==> src/sv/afb_pkg.sv <==
// Shared types, constants and arithmetic helpers of the activation core.
`timescale 1ns / 1ps
`default_nettype none

package afb_pkg;

	// Number formats
	localparam int FRAC_BITS    = 12;
	localparam int SLOPE_BITS   = 12;
	localparam int DATA_W       = 16;
	localparam int SLOPE_W      = 13;
	localparam int SLOPE_PROD_W = DATA_W + SLOPE_W;
	localparam int ARG_W        = DATA_W + 1;
	localparam int YY_W         = DATA_W + ARG_W;
	localparam int PROD_W       = DATA_W + YY_W;

	typedef logic signed [DATA_W-1:0]       data_t;
	typedef logic signed [SLOPE_PROD_W-1:0] slope_prod_t;
	typedef logic signed [YY_W-1:0]         yy_t;
	typedef logic signed [PROD_W-1:0]       prod_t;
	typedef logic [SLOPE_W-1:0]             slope_t;

	localparam slope_t SLOPE_RESET = SLOPE_W'(819);

	// Operation codes
	localparam logic KIND_BACKWARD = 1'b1;

	localparam logic [2:0] MODE_SIGMOID = 3'd0;
	localparam logic [2:0] MODE_LINEAR  = 3'd1;
	localparam logic [2:0] MODE_RELU    = 3'd2;
	localparam logic [2:0] MODE_LEAKY   = 3'd3;
	localparam logic [2:0] MODE_TANH    = 3'd4;

	// Where the final value of an item comes from
	typedef logic [1:0] src_t;
	localparam src_t SRC_DIRECT = 2'd0;
	localparam src_t SRC_SLOPE  = 2'd1;
	localparam src_t SRC_DERIV  = 2'd2;

	typedef struct packed {
		src_t src;
		logic is_tanh;
	} s1_ctl_t;

	// Fixed-point constants
	localparam data_t ONE_D = DATA_W'(1 << FRAC_BITS);
	localparam logic signed [ARG_W-1:0] ONE_ARG = ARG_W'(1 << FRAC_BITS);
	localparam yy_t ONE_SQ = YY_W'(1 << (2 * FRAC_BITS));

	// Piecewise sigmoid breakpoints and offsets
	localparam logic [ARG_W-1:0] PLAN_ONE   = ARG_W'(1 << FRAC_BITS);
	localparam logic [ARG_W-1:0] PLAN_T_HI  = ARG_W'(5 * (1 << FRAC_BITS));
	localparam logic [ARG_W-1:0] PLAN_T_MID = ARG_W'((19 * (1 << FRAC_BITS)) / 8);
	localparam logic [ARG_W-1:0] PLAN_OFF_HI  = ARG_W'((27 * (1 << FRAC_BITS)) / 32);
	localparam logic [ARG_W-1:0] PLAN_OFF_MID = ARG_W'((5 * (1 << FRAC_BITS)) / 8);
	localparam logic [ARG_W-1:0] PLAN_OFF_LO  = ARG_W'((1 << FRAC_BITS) / 2);

	// Saturation bounds
	localparam prod_t SAT_MAX = PROD_W'(32767);
	localparam prod_t SAT_MIN = -PROD_W'(32768);

	// Piecewise-linear sigmoid of a signed argument
	function automatic data_t plan_sigmoid(input logic signed [ARG_W-1:0] v);
		logic [ARG_W-1:0] a;
		logic [ARG_W-1:0] m;
		a = v;
		if (v[ARG_W-1]) begin
			a = ~a + ARG_W'(1);
		end
		if (a >= PLAN_T_HI) begin
			m = PLAN_ONE;
		end else if (a >= PLAN_T_MID) begin
			m = (a >> 5) + PLAN_OFF_HI;
		end else if (a >= PLAN_ONE) begin
			m = (a >> 3) + PLAN_OFF_MID;
		end else begin
			m = (a >> 2) + PLAN_OFF_LO;
		end
		if (v[ARG_W-1]) begin
			m = PLAN_ONE - m;
		end
		return m[DATA_W-1:0];
	endfunction

	// Clamp a wide signed value to the output range
	function automatic data_t sat_data(input prod_t v);
		data_t r;
		r = v[DATA_W-1:0];
		if (v > SAT_MAX) begin
			r = SAT_MAX[DATA_W-1:0];
		end else if (v < SAT_MIN) begin
			r = SAT_MIN[DATA_W-1:0];
		end
		return r;
	endfunction

endpackage

`default_nettype wire

==> src/sv/afb_front.sv <==
// First pipeline stage: mode decode, forward activations and first products.
`timescale 1ns / 1ps
`default_nettype none

module afb_front (
	input  wire logic                 clk,
	input  wire logic                 en,
	input  wire logic                 kind,
	input  wire logic [2:0]           act_mode,
	input  wire afb_pkg::data_t       pre_value,
	input  wire afb_pkg::data_t       saved_output,
	input  wire afb_pkg::data_t       grad_in,
	input  wire afb_pkg::slope_t      leaky_slope,
	output afb_pkg::s1_ctl_t          ctl_s1,
	output afb_pkg::data_t            direct_s1,
	output afb_pkg::slope_prod_t      slope_prod_s1,
	output afb_pkg::yy_t              yy_s1,
	output afb_pkg::data_t            grad_s1
);

	logic                              back;
	logic                              x_pos;
	logic                              is_tanh;
	afb_pkg::data_t                    pass_val;
	afb_pkg::data_t                    sig_fwd;
	afb_pkg::data_t                    sig_twice;
	afb_pkg::data_t                    tanh_fwd;
	afb_pkg::data_t                    direct;
	afb_pkg::src_t                     src;
	logic signed [afb_pkg::SLOPE_PROD_W:0] slope_full;
	logic signed [afb_pkg::ARG_W-1:0]  y_ext;
	logic signed [afb_pkg::ARG_W-1:0]  yy_arg;
	afb_pkg::yy_t                      yy_full;

	assign back     = (kind == afb_pkg::KIND_BACKWARD);
	assign x_pos    = !pre_value[afb_pkg::DATA_W-1] && (pre_value != '0);
	assign is_tanh  = (act_mode == afb_pkg::MODE_TANH);
	assign pass_val = back ? grad_in : pre_value;

	// Forward sigmoid and tanh through the shared piecewise curve
	assign sig_fwd   = afb_pkg::plan_sigmoid({pre_value[afb_pkg::DATA_W-1], pre_value});
	assign sig_twice = afb_pkg::plan_sigmoid({pre_value, 1'b0});
	assign tanh_fwd  = {sig_twice[afb_pkg::DATA_W-2:0], 1'b0} - afb_pkg::ONE_D;

	// Pick the value that needs no multiply, and the source of the final value
	always_comb begin
		direct = '0;
		src    = afb_pkg::SRC_DIRECT;
		case (act_mode)
			afb_pkg::MODE_SIGMOID: begin
				if (back) begin
					src = afb_pkg::SRC_DERIV;
				end else begin
					direct = sig_fwd;
				end
			end
			afb_pkg::MODE_LINEAR: begin
				direct = pass_val;
			end
			afb_pkg::MODE_RELU: begin
				if (x_pos) begin
					direct = pass_val;
				end
			end
			afb_pkg::MODE_LEAKY: begin
				if (x_pos) begin
					direct = pass_val;
				end else begin
					src = afb_pkg::SRC_SLOPE;
				end
			end
			afb_pkg::MODE_TANH: begin
				if (back) begin
					src = afb_pkg::SRC_DERIV;
				end else begin
					direct = tanh_fwd;
				end
			end
			default: begin
				direct = '0;
			end
		endcase
	end

	// Leaky slope product, of x forward and of g backward
	assign slope_full = $signed({{(afb_pkg::SLOPE_W + 1){pass_val[afb_pkg::DATA_W-1]}}, pass_val})
		* $signed({{(afb_pkg::DATA_W + 1){1'b0}}, leaky_slope});

	// y*(1-y) for sigmoid, y*y for tanh
	assign y_ext   = {saved_output[afb_pkg::DATA_W-1], saved_output};
	assign yy_arg  = is_tanh ? y_ext : (afb_pkg::ONE_ARG - y_ext);
	assign yy_full = $signed({{afb_pkg::ARG_W{saved_output[afb_pkg::DATA_W-1]}}, saved_output})
		* $signed({{afb_pkg::DATA_W{yy_arg[afb_pkg::ARG_W-1]}}, yy_arg});

	// Stage register
	always_ff @(posedge clk) begin
		if (en) begin
			ctl_s1.src     <= src;
			ctl_s1.is_tanh <= is_tanh;
			direct_s1      <= direct;
			slope_prod_s1  <= slope_full[afb_pkg::SLOPE_PROD_W-1:0];
			yy_s1          <= yy_full;
			grad_s1        <= grad_in;
		end
	end

endmodule

`default_nettype wire

==> src/sv/afb_grad.sv <==
// Second and third pipeline stages: slope scaling, derivative factor and gradient product.
`timescale 1ns / 1ps
`default_nettype none

module afb_grad (
	input  wire logic                 clk,
	input  wire logic                 en_s2,
	input  wire logic                 en_s3,
	input  wire afb_pkg::s1_ctl_t     ctl_s1,
	input  wire afb_pkg::data_t       direct_s1,
	input  wire afb_pkg::slope_prod_t slope_prod_s1,
	input  wire afb_pkg::yy_t         yy_s1,
	input  wire afb_pkg::data_t       grad_s1,
	output logic                      use_deriv_s3,
	output afb_pkg::data_t            merged_s3,
	output afb_pkg::prod_t            deriv_prod_s3
);

	afb_pkg::slope_prod_t slope_shift;
	afb_pkg::data_t       slope_val;
	afb_pkg::data_t       merged;
	afb_pkg::yy_t         factor;
	afb_pkg::prod_t       deriv_prod;

	logic                 use_deriv_s2;
	afb_pkg::data_t       merged_s2;
	afb_pkg::yy_t         factor_s2;
	afb_pkg::data_t       grad_s2;

	// Scale by the slope with floor rounding, then clamp
	assign slope_shift = slope_prod_s1 >>> afb_pkg::SLOPE_BITS;
	assign slope_val   = afb_pkg::sat_data(
		{{(afb_pkg::PROD_W - afb_pkg::SLOPE_PROD_W){slope_shift[afb_pkg::SLOPE_PROD_W-1]}},
		slope_shift});
	assign merged = (ctl_s1.src == afb_pkg::SRC_SLOPE) ? slope_val : direct_s1;

	// Local derivative: y*(1-y) as is, 1-y*y for tanh
	assign factor = ctl_s1.is_tanh ? (afb_pkg::ONE_SQ - yy_s1) : yy_s1;

	always_ff @(posedge clk) begin
		if (en_s2) begin
			use_deriv_s2 <= (ctl_s1.src == afb_pkg::SRC_DERIV);
			merged_s2    <= merged;
			factor_s2    <= factor;
			grad_s2      <= grad_s1;
		end
	end

	// Gradient times derivative, kept exact
	assign deriv_prod = $signed({{afb_pkg::YY_W{grad_s2[afb_pkg::DATA_W-1]}}, grad_s2})
		* $signed({{afb_pkg::DATA_W{factor_s2[afb_pkg::YY_W-1]}}, factor_s2});

	always_ff @(posedge clk) begin
		if (en_s3) begin
			use_deriv_s3  <= use_deriv_s2;
			merged_s3     <= merged_s2;
			deriv_prod_s3 <= deriv_prod;
		end
	end

endmodule

`default_nettype wire

==> src/sv/activation_forward_backward_core.sv <==
// Top level of the activation core: handshakes, slope register, pipeline control, output stage.
`timescale 1ns / 1ps
`default_nettype none

// Element-wise activation unit in signed Q3.12. Each beat carries one value and
// selects forward (activation of pre_value) or backward (grad_in times the local
// derivative) for sigmoid, linear, ReLU, leaky ReLU or tanh; every result is
// saturated to 16 bits. The core is a four-stage pipeline and takes one beat per
// clock while in_ready is high: an accepted beat is registered in s1, s2, s3 and
// s4 in turn, and out_valid is valid_s4. Every stage takes a new beat each clock
// unless the output stall reaches it, so nothing repeats per item; the longest
// stage is the one that holds the 16 x 33 gradient multiplier. in_ready drops
// only when all four stages hold beats and out_ready is low; empty stages close up
// under a stall. leaky_slope is written through the cfg channel, which is always
// ready, and should be written only while the pipeline is empty.
module activation_forward_backward_core (
	input  wire logic                clk,
	input  wire logic                arst_n,
	// Configuration channel
	input  wire logic                cfg_valid,
	output logic                     cfg_ready,
	input  wire afb_pkg::slope_t     cfg_data,
	// Input channel
	input  wire logic                in_valid,
	output logic                     in_ready,
	input  wire logic                kind,
	input  wire logic [2:0]          act_mode,
	input  wire afb_pkg::data_t      pre_value,
	input  wire afb_pkg::data_t      saved_output,
	input  wire afb_pkg::data_t      grad_in,
	// Output channel
	output logic                     out_valid,
	input  wire logic                out_ready,
	output afb_pkg::data_t           result
);

	afb_pkg::slope_t      leaky_slope_q;

	logic                 valid_s1;
	logic                 valid_s2;
	logic                 valid_s3;
	logic                 valid_s4;
	logic                 en_s1;
	logic                 en_s2;
	logic                 en_s3;
	logic                 en_s4;

	afb_pkg::s1_ctl_t     ctl_s1;
	afb_pkg::data_t       direct_s1;
	afb_pkg::slope_prod_t slope_prod_s1;
	afb_pkg::yy_t         yy_s1;
	afb_pkg::data_t       grad_s1;
	logic                 use_deriv_s3;
	afb_pkg::data_t       merged_s3;
	afb_pkg::prod_t       deriv_prod_s3;
	afb_pkg::prod_t       deriv_shift;
	afb_pkg::data_t       result_s4;

	// Slope register
	assign cfg_ready = 1'b1;

	always_ff @(posedge clk or negedge arst_n) begin
		if (!arst_n) begin
			leaky_slope_q <= afb_pkg::SLOPE_RESET;
		end else if (cfg_valid && cfg_ready) begin
			leaky_slope_q <= cfg_data;
		end
	end

	// Advance a stage when it is empty or its contents move on
	assign en_s4    = !valid_s4 || out_ready;
	assign en_s3    = !valid_s3 || en_s4;
	assign en_s2    = !valid_s2 || en_s3;
	assign en_s1    = !valid_s1 || en_s2;
	assign in_ready = en_s1;

	always_ff @(posedge clk or negedge arst_n) begin
		if (!arst_n) begin
			valid_s1 <= 1'b0;
			valid_s2 <= 1'b0;
			valid_s3 <= 1'b0;
			valid_s4 <= 1'b0;
		end else begin
			if (en_s1) begin
				valid_s1 <= in_valid;
			end
			if (en_s2) begin
				valid_s2 <= valid_s1;
			end
			if (en_s3) begin
				valid_s3 <= valid_s2;
			end
			if (en_s4) begin
				valid_s4 <= valid_s3;
			end
		end
	end

	afb_front u_front (
		.clk           (clk),
		.en            (en_s1),
		.kind          (kind),
		.act_mode      (act_mode),
		.pre_value     (pre_value),
		.saved_output  (saved_output),
		.grad_in       (grad_in),
		.leaky_slope   (leaky_slope_q),
		.ctl_s1        (ctl_s1),
		.direct_s1     (direct_s1),
		.slope_prod_s1 (slope_prod_s1),
		.yy_s1         (yy_s1),
		.grad_s1       (grad_s1)
	);

	afb_grad u_grad (
		.clk           (clk),
		.en_s2         (en_s2),
		.en_s3         (en_s3),
		.ctl_s1        (ctl_s1),
		.direct_s1     (direct_s1),
		.slope_prod_s1 (slope_prod_s1),
		.yy_s1         (yy_s1),
		.grad_s1       (grad_s1),
		.use_deriv_s3  (use_deriv_s3),
		.merged_s3     (merged_s3),
		.deriv_prod_s3 (deriv_prod_s3)
	);

	// Drop the fraction of the gradient product, clamp and hold for output
	assign deriv_shift = deriv_prod_s3 >>> (2 * afb_pkg::FRAC_BITS);

	always_ff @(posedge clk) begin
		if (en_s4) begin
			result_s4 <= use_deriv_s3 ? afb_pkg::sat_data(deriv_shift) : merged_s3;
		end
	end

	assign out_valid = valid_s4;
	assign result    = result_s4;

	// A stalled input means every stage holds a beat behind a blocked output
	a_full_when_stalled: assert property (@(posedge clk) disable iff (!arst_n)
		!in_ready |-> (valid_s1 && valid_s2 && valid_s3 && valid_s4 && !out_ready))
		else $error("input stalled while the pipeline has room");

	// An accepted beat lands in the first stage
	a_accept_lands: assert property (@(posedge clk) disable iff (!arst_n)
		(in_valid && in_ready) |=> valid_s1)
		else $error("accepted beat lost at the first stage");

	// A beat in the third stage is never dropped while the output is blocked
	a_s3_held: assert property (@(posedge clk) disable iff (!arst_n)
		(valid_s3 && valid_s4 && !out_ready) |=> (valid_s3 && valid_s4))
		else $error("beat dropped under an output stall");

	// A slope write takes effect on the next cycle
	a_slope_write: assert property (@(posedge clk) disable iff (!arst_n)
		(cfg_valid && cfg_ready) |=> (leaky_slope_q == $past(cfg_data)))
		else $error("slope register missed a write");

endmodule

`default_nettype wire

==> config.mk <==
export PLATFORM = sky130hd
export DESIGN_NAME = activation_forward_backward_core
export DESIGN_NICKNAME = d
export VERILOG_FILES = /design/src/sv/afb_pkg.sv /design/src/sv/afb_front.sv /design/src/sv/afb_grad.sv /design/src/sv/activation_forward_backward_core.sv
export SDC_FILE = /design/constraint.sdc
export NUM_CORES = 2
export LEC_CHECK = 0
export BUFFER_PORTS_ARGS = -buffer_cell sky130_fd_sc_hd__buf_2
export CAP_MARGIN = 20
export CORE_ASPECT_RATIO = 0.7
export CORE_MARGIN = 4
export CORE_UTILIZATION = 55
export CTS_CLUSTER_SIZE = 12
export DETAILED_ROUTE_END_ITERATION = 16
export PLACE_DENSITY = 0.74
export SLEW_MARGIN = 5
export SYNTH_ARGS = -nofsm -noshare
export SYNTH_HDL_FRONTEND = slang
export SYNTH_SLANG_ARGS = --single-unit
==> constraint.sdc <==
create_clock -name clk -period 7.7 [get_ports clk]
set_input_delay 2.31 -clock clk [delete_from_list [all_inputs] [get_ports clk]]
set_output_delay 2.31 -clock clk [all_outputs]
set_load 0.01 [all_outputs]
==> out/qor.yml <==
status: "finished, violations left"
violations: "negative setup slack"
drt-vias-per-instance: 5.42
vias: 34800
required_ns: 8.03
die_area_mm2: 0.0895
synth_edf_count: 209
drt_iter0_drc: 3033
endpoint_kind: "flop"
slowest_stage: "fa_1"
drv_cap: 0
fin_cells: 6419
grt_pass1_wl_um: 202000
core_area_mm2: 0.0831
yosysTopAreaCellShare_pct: 41.8
grt.overflow.total: 0
path_delay_family: "adder cells"
tightest_slew_ns: 1.03
critPathMaxStageDelay_ns: 0.54
fin_crit_ns: 8.68
synth_top_cell_by_area: "fa_1"
setup_tns_ns: -13.33
synth_seq_area_share_pct: 14.4
max_freq_mhz: 115
insertion_delay_ns: 0.58
die_width_um: 356
fin_skew_ns: 0.0200
setup_viol: 21
rsz0062_at_grt: "yes"
fin_ws_ns: -0.978
path_max_fanout: 6
numCtsBuffers: 25
fill_cells: 6537
hold_slack_ns: 0.419
grt_pass1_vias: 37200
cts_tree: "built"
finalHoldViolCount: 0
initial_core_util_pct: 56.0
hpwl_um: 100000
worstPathArrival_ns: 9.01
place_area_mm2: 0.0515
grt_max_degree: 68
die_h_um: 251
critPathBufInv: 7
drtAntennaViolNets: 0
ff_latch_area_mm2: 0.00671
path_common_cell: "fa_1"
ys_types: 98
cts.sinks: 226
syn-num-nets: 6155
ys_seq_elements: 226
yosys_most_used_dff: "edfxtp_1"
drive_above_1_share_pct: 17.6
syn_avg_cell_area_um2: 9.65
fp-row-count: 88
multi_input_area_mm2: 0.0360
antenna_found_initial: 6
gr-usage-all-layers_pct: 28.6
worstSetupStartpointType: "primary input"
relSlewSlack_pct: 30.8
area_growth_pct: 15.8
gp_congestion: 0.956
finalMaxSlewViolations: 0
mappedNetlistArea_mm2: 0.0466
crit_type: "primary input to flop"
final_area_mm2: 0.0539
clk_pin_slew_ns: 0.06
min_period_over_period_pct: 113
cts-htree-levels: 1
drc: 0
port_buffers: 87
synthArstFlopShare_pct: 7.52
drt-total-wl_um: 124000
yosysWarnings: 0
cts_root_buffer: "clkbuf_16"
yosys-top-cells-area: "fa_1 42%, edfxtp_1 13%, inv_1 8.8%, ha_1 7.7%, and2_1 5.0%"
hold_path_class: "flop to flop"
syn_inst: 4827
fin_nets: 6609
dp.cells: 6282
clockBufferDepth: 3
ioPinCount: 89
dr.pass1.iters: 7
wl_per_cell_um: 19.4
==> layout by cell type (no fill, tap or decap), types with 17 or more instances in the layout <==
master,n
nor2b_1,50
mux2i_1,26
xor2_1,41
nand3_1,26
clkbuf_16,26
nand2b_1,39
buf_12,20
buf_2,83
o31ai_1,17
ha_4,23
nand2_1,602
buf_6,34
nor2_1,139
a21o_1,45
and2_1,371
buf_4,493
nand2_2,18
edfxtp_1,209
xnor2_1,131
a21oi_1,74
inv_1,1065
a21oi_2,19
o21ai_0,55
inv_2,31
fa_1,960
nor3_1,30
mux2_2,30
ha_1,261
==> per-stage QoR <==
step                util (%)  setup slack, ns
floorplan                  -            -1.29
global placement        61.9            -1.70
detailed placement      61.9            -1.83
CTS                     63.9           -0.866
global route            64.9            -1.22
finish                  64.9           -0.978
==> worst paths after layout <==
kind                                          startpoint  slack (ns)  cells past startpoint                                  to
min                        u_front.grad_s1[13]$_DFFE_PP_        0.42                      0        u_grad.grad_s2[13]$_DFFE_PP_
max                                      saved_output[5]       -0.98                     29         u_front.yy_s1[31]$_DFFE_PP_
max reg2reg                 u_grad.grad_s2[13]$_DFFE_PP_        0.34                     25  u_grad.deriv_prod_s3[48]$_DFFE_PP_
min reg2reg                u_front.grad_s1[13]$_DFFE_PP_        0.42                      0        u_grad.grad_s2[13]$_DFFE_PP_
max in group asynchronous                         arst_n        5.67                      1        leaky_slope_q[9]$_DFFE_PN1P_
min in group asynchronous                         arst_n        1.69                      1        leaky_slope_q[7]$_DFFE_PN0P_
==> sequential cells by signal, indices dropped and copies added, names as in the netlist <==
name,flops
u_grad.use_deriv_s2,1
out_valid,1
u_front.slope_prod_s1,17
u_grad.deriv_prod_s3,25
valid_s3,1
u_front.ctl_s1,3
u_front.grad_s1,16
u_grad.use_deriv_s3,1
valid_s1,1
u_grad.grad_s2,16
u_grad.merged_s2,16
result,16
u_grad.merged_s3,16
u_grad.factor_s2,33
leaky_slope_q,13
u_front.direct_s1,16
u_front.yy_s1,33
valid_s2,1
==> cells by family (layout without fill, tap and decap cells) <==
logic type      after synthesis  count (layout)  synth area share, %
other cells                   1               3              0.00805
buf+inv                    1303            1768                 10.7
simple gates               1385            1385                 14.5
mux                          68              68                 1.58
xor+xnor                    179             179                 3.40
fa+ha+maj                  1273            1273                 49.8
flops                       226             226                 14.4
compound gates              392             392                 5.71
==> final cells by class <==
| cell class | count | area share (%) |
|---|---|---|
| inverter | 1099 | 7.66 |
| clock inverter | 8 | 0.172 |
| timing repair buffer | 631 | 9.13 |
| sequential | 226 | 12.4 |
| tap | 1125 | 2.61 |
| multi-input combinational | 3298 | 66.8 |
| clock buffer | 30 | 1.19 |
| antenna | 2 | 0.00928 |
==> synthesized netlist by cell type (7+ instances only) <==
cell,count
a211oi_1,13
a21boi_0,7
a21o_1,46
a21oi_1,96
a22oi_1,8
a31oi_1,13
and2_1,374
and3_1,10
buf_4,8
clkbuf_1,182
dfrtp_1,11
edfxtp_1,209
fa_1,972
ha_1,286
inv_1,1097
maj3_1,15
mux2_2,41
mux2i_1,26
nand2_1,623
nand2b_1,40
nand3_1,29
nand4_1,11
nor2_1,150
nor2b_1,52
nor3_1,36
nor4_1,8
o211ai_1,14
o21a_1,16
o21ai_0,72
o21bai_1,8
o221ai_1,7
o22ai_1,8
o31ai_1,17
or2_2,8
or3_1,14
or4_1,8
xnor2_1,136
xor2_1,41
==> per-layer routing <==
layer  global-route usage [%]  part of all wire [%]  wire length [µm]
met5                        0                 0.027                34
met4                     5.34                   1.9              2330
met3                     7.26                    12             14300
met2                     43.6                    44             54800
met1                     42.3                    43             52800
==> repair_timing <==
action                     in CTS  in global routing
setup endpoints to repair      28                 40
pin swaps                     130                 53
hold buffers                    0                  0
resized for setup             137                 78
gates cloned                    0                  1
buffers inserted               41                 56
Power is not shown: default switching activity piles up to over one toggle a cycle in this logic, so the estimate is an artifact.
